### config.mk
export PLATFORM = sky130hd
export DESIGN_NAME = lpl_ctrl
export DESIGN_NICKNAME = d
export VERILOG_FILES = /design/src/hdl/lookahead_peak_limiter_top_macros.svh /design/src/hdl/lpl_pkg.sv /design/src/hdl/lpl_ctrl.sv
export SDC_FILE = /design/constraint.sdc
export NUM_CORES = 1
export LEC_CHECK = 0
export BUFFER_PORTS_ARGS = -buffer_cell sky130_fd_sc_hd__buf_2
export CORE_MARGIN = 4
export CORE_UTILIZATION = 50
export DETAILED_ROUTE_END_ITERATION = 10
export PLACE_DENSITY = 0.77
export SETUP_SLACK_MARGIN = 0.4
export SYNTH_ARGS = -nofsm -noshare
export SYNTH_HDL_FRONTEND = slang
export SYNTH_SLANG_ARGS = --single-unit
export TNS_END_PERCENT = 50
### constraint.sdc
create_clock -name clk_i -period 3.8 [get_ports clk_i]
set_input_delay 0.19 -clock clk_i [delete_from_list [all_inputs] [get_ports clk_i]]
set_output_delay 0.19 -clock clk_i [all_outputs]
set_load 0.05 [all_outputs]
### src/hdl/lookahead_peak_limiter_top_macros.svh
// Assertion helpers for the peak limiter. Clock clk_i, reset rst_ni.
`ifndef LOOKAHEAD_PEAK_LIMITER_TOP_MACROS_SVH
`define LOOKAHEAD_PEAK_LIMITER_TOP_MACROS_SVH

// Property that must hold at every clock edge outside reset.
`define LPL_ASSERT(lbl, expr, msg) \
  lbl: assert property (@(posedge clk_i) disable iff (!rst_ni) (expr)) else $error(msg);

// Property that must hold in the cycle after a trigger.
`define LPL_ASSERT_NEXT(lbl, trig, expr, msg) \
  lbl: assert property (@(posedge clk_i) disable iff (!rst_ni) (trig) |=> (expr)) \
    else $error(msg);

`endif

### src/hdl/lpl_pkg.sv
// ----------------------------------------------------------------------------
// lpl_pkg
// Shared constants, operation codes and control structs of the peak limiter.
// ----------------------------------------------------------------------------
package lpl_pkg;

  localparam int LOOKAHEAD_MAX_DEF = 256;
  localparam int SAMPLE_BITS_DEF   = 24;

  // configuration register widths and indexes
  localparam int GAIN_W    = 23;
  localparam int CEIL_W    = 23;
  localparam int REL_W     = 24;
  localparam int LA_W      = 9;
  localparam int CFG_W     = 24;
  localparam int CFG_IDX_W = 2;

  localparam logic [CFG_IDX_W-1:0] REG_GAIN    = 2'd0;
  localparam logic [CFG_IDX_W-1:0] REG_CEILING = 2'd1;
  localparam logic [CFG_IDX_W-1:0] REG_RELEASE = 2'd2;
  localparam logic [CFG_IDX_W-1:0] REG_LOOKAHD = 2'd3;

  localparam logic [GAIN_W-1:0] GAIN_RST = 23'd524288;
  localparam logic [CEIL_W-1:0] CEIL_RST = 23'd8388607;
  localparam logic [REL_W-1:0]  REL_RST  = 24'd16773721;
  localparam logic [LA_W-1:0]   LA_RST   = 9'd240;

  // smoothed gain, Q1.24
  localparam int            UNITY_W = 25;
  localparam logic [24:0]   UNITY   = 25'd16777216;

  // restoring divide, one quotient bit per cycle
  localparam logic [4:0]  DIV_LAST  = 5'd23;

  // datapath operations
  localparam int OP_W = 5;
  localparam logic [OP_W-1:0] OP_NONE     = 5'd0;
  localparam logic [OP_W-1:0] OP_CAPTURE  = 5'd1;
  localparam logic [OP_W-1:0] OP_MAG_L    = 5'd2;
  localparam logic [OP_W-1:0] OP_MAG_R    = 5'd3;
  localparam logic [OP_W-1:0] OP_PEAK     = 5'd4;
  localparam logic [OP_W-1:0] OP_POP_RD   = 5'd5;
  localparam logic [OP_W-1:0] OP_POP_BACK = 5'd6;
  localparam logic [OP_W-1:0] OP_PUSH     = 5'd7;
  localparam logic [OP_W-1:0] OP_EMIT_RD  = 5'd8;
  localparam logic [OP_W-1:0] OP_EMIT_HD  = 5'd9;
  localparam logic [OP_W-1:0] OP_DIV      = 5'd10;
  localparam logic [OP_W-1:0] OP_REL      = 5'd11;
  localparam logic [OP_W-1:0] OP_REL2     = 5'd12;
  localparam logic [OP_W-1:0] OP_LIM_L1   = 5'd13;
  localparam logic [OP_W-1:0] OP_LIM_L2   = 5'd14;
  localparam logic [OP_W-1:0] OP_LIM_L3   = 5'd15;
  localparam logic [OP_W-1:0] OP_LIM_R2   = 5'd16;
  localparam logic [OP_W-1:0] OP_LIM_R3   = 5'd17;
  localparam logic [OP_W-1:0] OP_FIN      = 5'd18;

  typedef struct packed {
    logic [OP_W-1:0] op;
  } cmd_t;

  typedef struct packed {
    logic is_flush;
    logic pend_zero;
    logic qcnt_zero;
    logic pop_hit;
    logic emit_due;
    logic over_ceil;
    logic div_done;
    logic des_lt_g;
    logic out_free;
  } status_t;

endpackage

### src/hdl/lpl_ctrl.sv
// ----------------------------------------------------------------------------
// lpl_ctrl
// Sequencer: per-request steps of push, queue pops, divide and limiting.
// ----------------------------------------------------------------------------
module lpl_ctrl (
  input  logic              clk_i,
  input  logic              rst_ni,
  input  logic              in_valid_i,
  output logic              in_ready_o,
  input  lpl_pkg::status_t  status_i,
  output lpl_pkg::cmd_t     cmd_o
);

  localparam logic [4:0] S_IDLE    = 5'd0;
  localparam logic [4:0] S_DISP    = 5'd1;
  localparam logic [4:0] S_MAG_L   = 5'd2;
  localparam logic [4:0] S_MAG_R   = 5'd3;
  localparam logic [4:0] S_PEAK    = 5'd4;
  localparam logic [4:0] S_POP_RD  = 5'd5;
  localparam logic [4:0] S_POP_CHK = 5'd6;
  localparam logic [4:0] S_PUSH    = 5'd7;
  localparam logic [4:0] S_CHECK   = 5'd8;
  localparam logic [4:0] S_EMIT_RD = 5'd9;
  localparam logic [4:0] S_EMIT_HD = 5'd10;
  localparam logic [4:0] S_DIV     = 5'd11;
  localparam logic [4:0] S_REL     = 5'd12;
  localparam logic [4:0] S_REL2    = 5'd13;
  localparam logic [4:0] S_LIM_L1  = 5'd14;
  localparam logic [4:0] S_LIM_L2  = 5'd15;
  localparam logic [4:0] S_LIM_L3  = 5'd16;
  localparam logic [4:0] S_LIM_R2  = 5'd17;
  localparam logic [4:0] S_LIM_R3  = 5'd18;
  localparam logic [4:0] S_FIN     = 5'd19;

  logic [4:0] state_q, state_d;

  assign in_ready_o = (state_q == S_IDLE);

  always_comb begin
    state_d   = state_q;
    cmd_o.op  = lpl_pkg::OP_NONE;
    case (state_q)
      S_IDLE: begin
        if (in_valid_i) begin
          cmd_o.op = lpl_pkg::OP_CAPTURE;
          state_d  = S_DISP;
        end
      end
      S_DISP: begin
        if (status_i.is_flush) begin
          state_d = status_i.pend_zero ? S_IDLE : S_EMIT_RD;
        end else begin
          state_d = S_MAG_L;
        end
      end
      S_MAG_L: begin
        cmd_o.op = lpl_pkg::OP_MAG_L;
        state_d  = S_MAG_R;
      end
      S_MAG_R: begin
        cmd_o.op = lpl_pkg::OP_MAG_R;
        state_d  = S_PEAK;
      end
      S_PEAK: begin
        cmd_o.op = lpl_pkg::OP_PEAK;
        state_d  = S_POP_RD;
      end
      S_POP_RD: begin
        if (status_i.qcnt_zero) begin
          state_d = S_PUSH;
        end else begin
          cmd_o.op = lpl_pkg::OP_POP_RD;
          state_d  = S_POP_CHK;
        end
      end
      S_POP_CHK: begin
        if (status_i.pop_hit) begin
          cmd_o.op = lpl_pkg::OP_POP_BACK;
          state_d  = S_POP_RD;
        end else begin
          state_d = S_PUSH;
        end
      end
      S_PUSH: begin
        cmd_o.op = lpl_pkg::OP_PUSH;
        state_d  = S_CHECK;
      end
      S_CHECK: state_d = status_i.emit_due ? S_EMIT_RD : S_IDLE;
      S_EMIT_RD: begin
        cmd_o.op = lpl_pkg::OP_EMIT_RD;
        state_d  = S_EMIT_HD;
      end
      S_EMIT_HD: begin
        cmd_o.op = lpl_pkg::OP_EMIT_HD;
        state_d  = status_i.over_ceil ? S_DIV : S_REL;
      end
      S_DIV: begin
        cmd_o.op = lpl_pkg::OP_DIV;
        if (status_i.div_done) state_d = S_REL;
      end
      S_REL: begin
        cmd_o.op = lpl_pkg::OP_REL;
        state_d  = status_i.des_lt_g ? S_LIM_L1 : S_REL2;
      end
      S_REL2: begin
        cmd_o.op = lpl_pkg::OP_REL2;
        state_d  = S_LIM_L1;
      end
      S_LIM_L1: begin
        cmd_o.op = lpl_pkg::OP_LIM_L1;
        state_d  = S_LIM_L2;
      end
      S_LIM_L2: begin
        cmd_o.op = lpl_pkg::OP_LIM_L2;
        state_d  = S_LIM_L3;
      end
      S_LIM_L3: begin
        cmd_o.op = lpl_pkg::OP_LIM_L3;
        state_d  = S_LIM_R2;
      end
      S_LIM_R2: begin
        cmd_o.op = lpl_pkg::OP_LIM_R2;
        state_d  = S_LIM_R3;
      end
      S_LIM_R3: begin
        cmd_o.op = lpl_pkg::OP_LIM_R3;
        state_d  = S_FIN;
      end
      S_FIN: begin
        if (status_i.out_free) begin
          cmd_o.op = lpl_pkg::OP_FIN;
          state_d  = S_IDLE;
        end
      end
      default: state_d = S_IDLE;
    endcase
  end

  always_ff @(posedge clk_i or negedge rst_ni) begin
    if (!rst_ni) begin
      state_q <= S_IDLE;
    end else begin
      state_q <= state_d;
    end
  end

endmodule

; Yosys cells after proc, flatten, opt, wreduce, memory -nomap -nowiden
; Cells that the tools add are included.
; W data, S select, Z words.
[word_totals]
reg_bits = 5
latch_bits = 0
ram_bits = 0
mem_bits_ro = 0
wordCells = 41
memories = 0
[op_classes]
addsub = 0
multipliers = 0
div = 0
magnitude_cmp = 0
eq_ne = 22
shifts = 0
mux = 16
bitwise_logic = 0
reduce_logical = 2
[op_table]
columns = operator, count
row1 = $pmux W5 S20, 1
row2 = $pmux W5 S18, 1
row3 = $eq A5 B4 Y1 const B, 8
row4 = $eq A5 B3 Y1 const B, 4
row5 = $eq A5 B5 Y1 const B, 4
row6 = $mux W5, 4
row7 = $mux W4, 3
row8 = $eq A5 B2 Y1 const B, 2
row9 = $mux W3, 3
row10 = $ne A2 B2 Y1 const B, 3
row11 = $eq A5 B1 Y1 const B, 1
row12 = $logic_not A5 Y1, 1
row13 = $mux W2, 2
row14 = $reduce_and A3 Y1, 1
row15 = $mux W1, 2

; Longest topological paths before layout
[depth]
word_depth = 3
mapped_depth = 6
mapped_depth_nobuf = 4

; Worst setup path after synthesis
; OpenSTA, ideal clock, no wires.
[synth_timing]
kind = register to output
start = register state_q[1]
end = output port cmd_o[0] (netlist bit)
arrival_time_ns = 2.115
t_required_ns = 3.610
slack_ns = 1.495
path_stages_with_launch = 5
cell_sequence = dfrtp_1 > buf_2 > nor3_2 > a22oi_1 > o32ai_1
[synth_rtl]
columns = item, line
row1 = start: declaration, lpl_ctrl.sv:35  ; logic [4:0] state_q, state_d;
row2 = start signal: assignment, lpl_ctrl.sv:143  ; state_q <= state_d;
row3 = end: declaration, lpl_ctrl.sv:11  ; output lpl_pkg::cmd_t cmd_o

==> run summary <==
Outcome = complete, no violations
Cells on worst reg2reg path = 4
Maximum capacitance violations = 0
Pre-CTS setup slack = 1.90 ns
Synth Register Bits = 5
DRC viols = 0
Largest net degree at the start of global routing = 28
Syn_area_per_cell = 7.52 sq um
Nets@finish = 115
CP required = 3.61 ns
P per Cell Area = 1000 mW/mm^2
H-tree levels = 1
Top-area cell type share of the netlist area = 18.9%
Mapped Area = 662 sq um
Die span in y = 44.4 microns
CTS Buf Count = 3
Root Driver = clkbuf_4
Reg with most FFs = state_q
Die area = 0.00197 sq mm
Worst hold path depth = 3
N_diodes = 0
CTS tree = yes
Initial Utilization = 56.5%
P_sw = 449 uW
Critical R2R Launch = state_q[3]
Die width = 44.4 microns
Final Max Slew Viols = 0
Sequential Power Share = 25.9%
Final WL = 1700 microns
Worst-Margin Slew = 0.739 ns
Area growth syn-to-layout = 12.7%
IO Port Bufs = 17
Post-Synthesis Cells = 88
Post-layout util = 63.7%
Hold path start = status_i[1]
Synth area leaders = dfrtp_1, o21ai_0, or3b_1
Worst hold endpoint = state_q[1]
Fill cell total of the finished layout = 115
PnR worst setup slack = 1.63 ns
Max Freq = 460 MHz
Smallest hold slack = 0.270 ns
Power Total = 746 uW
Antenna violations before repair = 0
Hold Violations, Final = 0
Count of cell types in the netlist = 42
Clk Latency, worst-skew pair = 0.24 ns
Setup total negative slack = 0 ns
Synthesis Warnings = 0
Leak pwr = 0.000319 uW
Final setup violation count = 0
Max FFs per register = 5
Startpoint types = register
Clock Pin Slew Worst Setup and Hold Paths = 0.04 ns
Skew final = 0.00647 ns
All-layer global routing usage = 18.1%
Reg2reg end = state_q[1]
Sw Ratio = 60.2%
Crit Path Max Fanout = 27
Worst vdd ir = 599 uV
First-pass GRT wire length = 2660 microns
Detailed-route via count = 746
Prevailing post-synth register cell = dfrtp_1
TritonCTS Sinks = 5
Cell taking the most area after synthesis = dfrtp_1
Sequential share of the synthesized area = 18.9%
RSZ-0062 raised after global routing = no
Crit path time final = 2.17 ns
Clock tree buffer depth = 2
Crit end category = output port
Syn nets = 100
HPWL after DPL = 1260 microns
Vias in the first global route = 588
HP Class = input port to register
GPL Wtd Cong = 0.850
Boundary pin count = 18
Clk pwr share = 7.9%
CTS resizes = 0
FFs w/ async S/R, synth = 100%
Arrival time at the worst endpoint = 1.98 ns
Logic gate share of total power = 66.2%
Post-DR vias/cell = 6.43
Routed wire per std cell = 14.6 microns
EDFF count, synth = 0
Internal = 297 uW
Ratio of cells with drive above 1 in the final layout = 26.5%
Regs by FF count = state_q: 5 flops
Crit share post-route = 57.2%
Worst rel slew slack = 50.7%
R2R setup slack = 2.04 ns
First DRT Iteration DRCs = 39
DRT antenna net count = 0
Grt total ovfl = 0
1st-pass router iterations = 4
Core area = 0.00117 sq mm
Num rows = 12
Setup CP Type = register to output port
==> synth_stat cells (2+ instances only) <==
cell      n
a21oi_1   4
inv_2     2
a211oi_1  2
buf_6     2
o21ai_0   8
buf_4     2
dfrtp_1   5
or3b_1    3
nand2b_1  4
clkbuf_1  2
nand3b_1  3
and3_1    4
nor2_1    5
nand2_1   4
a22o_1    2
buf_2     2
a41oi_1   2
inv_1     3
nor3_1    2
nor2b_1   2
o211ai_1  2
a31oi_1   3
==> kinds of logic after synthesis <==
kind of cell    Yosys count  synth area share (%)
buf+inv                  13                  11.2
compound gates           31                  32.3
xor+xnor                  1                  1.32
flops                     5                  18.9
simple gates             38                  36.3
==> routing by layer <==
layer	track usage (%)	wire length [microns]	vias up
li1	-	-	359
met1	25.4	703	345
met2	27.9	822	40
met3	2.44	155	2
met4	6.63	17	0
met5	0	0	-
==> layout make-up <==
| type | count | area [sq um] | area share (%) |
|---|---|---|---|
| inverter | 5 | 18.8 | 2.52 |
| sequential | 5 | 125 | 16.8 |
| clock buffer | 4 | 26.3 | 3.52 |
| tap | 14 | 17.5 | 2.35 |
| timing repair buffer | 18 | 95.1 | 12.8 |
| multi-input combinational | 70 | 463 | 62.1 |
==> per-stage QoR <==
stage               area (sq um)  std cells
floorplan                    662         88
global placement             709        111
detailed placement           709        111
CTS                          746        116
global route                 746        116
finish                       746        116
==> repair_timing <==
| item | CTS | global route |
|---|---|---|
| hold buffers | 1 | 0 |
| setup buffers | 0 | 0 |
| endpoints found under the hold margin | 5 | 0 |
==> placed cells by master, fill, tap and decap left out, types with 2 or more instances in the layout <==
master / instances
o21ai_0: 8
nor2_1: 5
a211oi_1: 2
a21oi_1: 4
dfrtp_1: 5
a31oi_1: 3
nand3b_1: 3
nor2b_1: 2
a41oi_1: 2
nand2_1: 4
o211ai_1: 2
a22o_1: 2
nor3_1: 2
clkbuf_4: 3
and3_1: 4
buf_2: 17
nand2b_1: 4
inv_2: 2
or3b_1: 3
inv_1: 3
==> worst max path at each step <==
stage                           from  endpoint  slack [ns]
after floorplan           state_q[1]  cmd_o[0]        1.50
final                     state_q[3]  cmd_o[2]        1.63
after CTS                 state_q[3]  cmd_o[2]        1.65
after detailed placement  state_q[3]  cmd_o[2]        1.90
after global placement    state_q[3]  cmd_o[2]        1.93
after global routing      state_q[0]  cmd_o[2]        1.49
==> critical path, cell delays in order (launching register included) <==
cell and delay (ns):
dfrtp_1 0.81, nand3b_1 0.16, or2_2 0.31, o31a_1 0.11
o31ai_1 0.06, buf_2 0.29
==> power by group through the flow <==
| stage | combinational, uW | sequential, uW | clock (uW) |
|---|---|---|---|
| after floorplan | 504 | 103 | 0 |
| after global placement | 487 | 190 | 0 |
| after detailed placement | 492 | 191 | 0 |
| after CTS | 494 | 190 | 59.9 |
| after global routing | 537 | 204 | 68.0 |
| final | 494 | 193 | 59.1 |
Note: power is estimated with default switching activity, not from simulation.
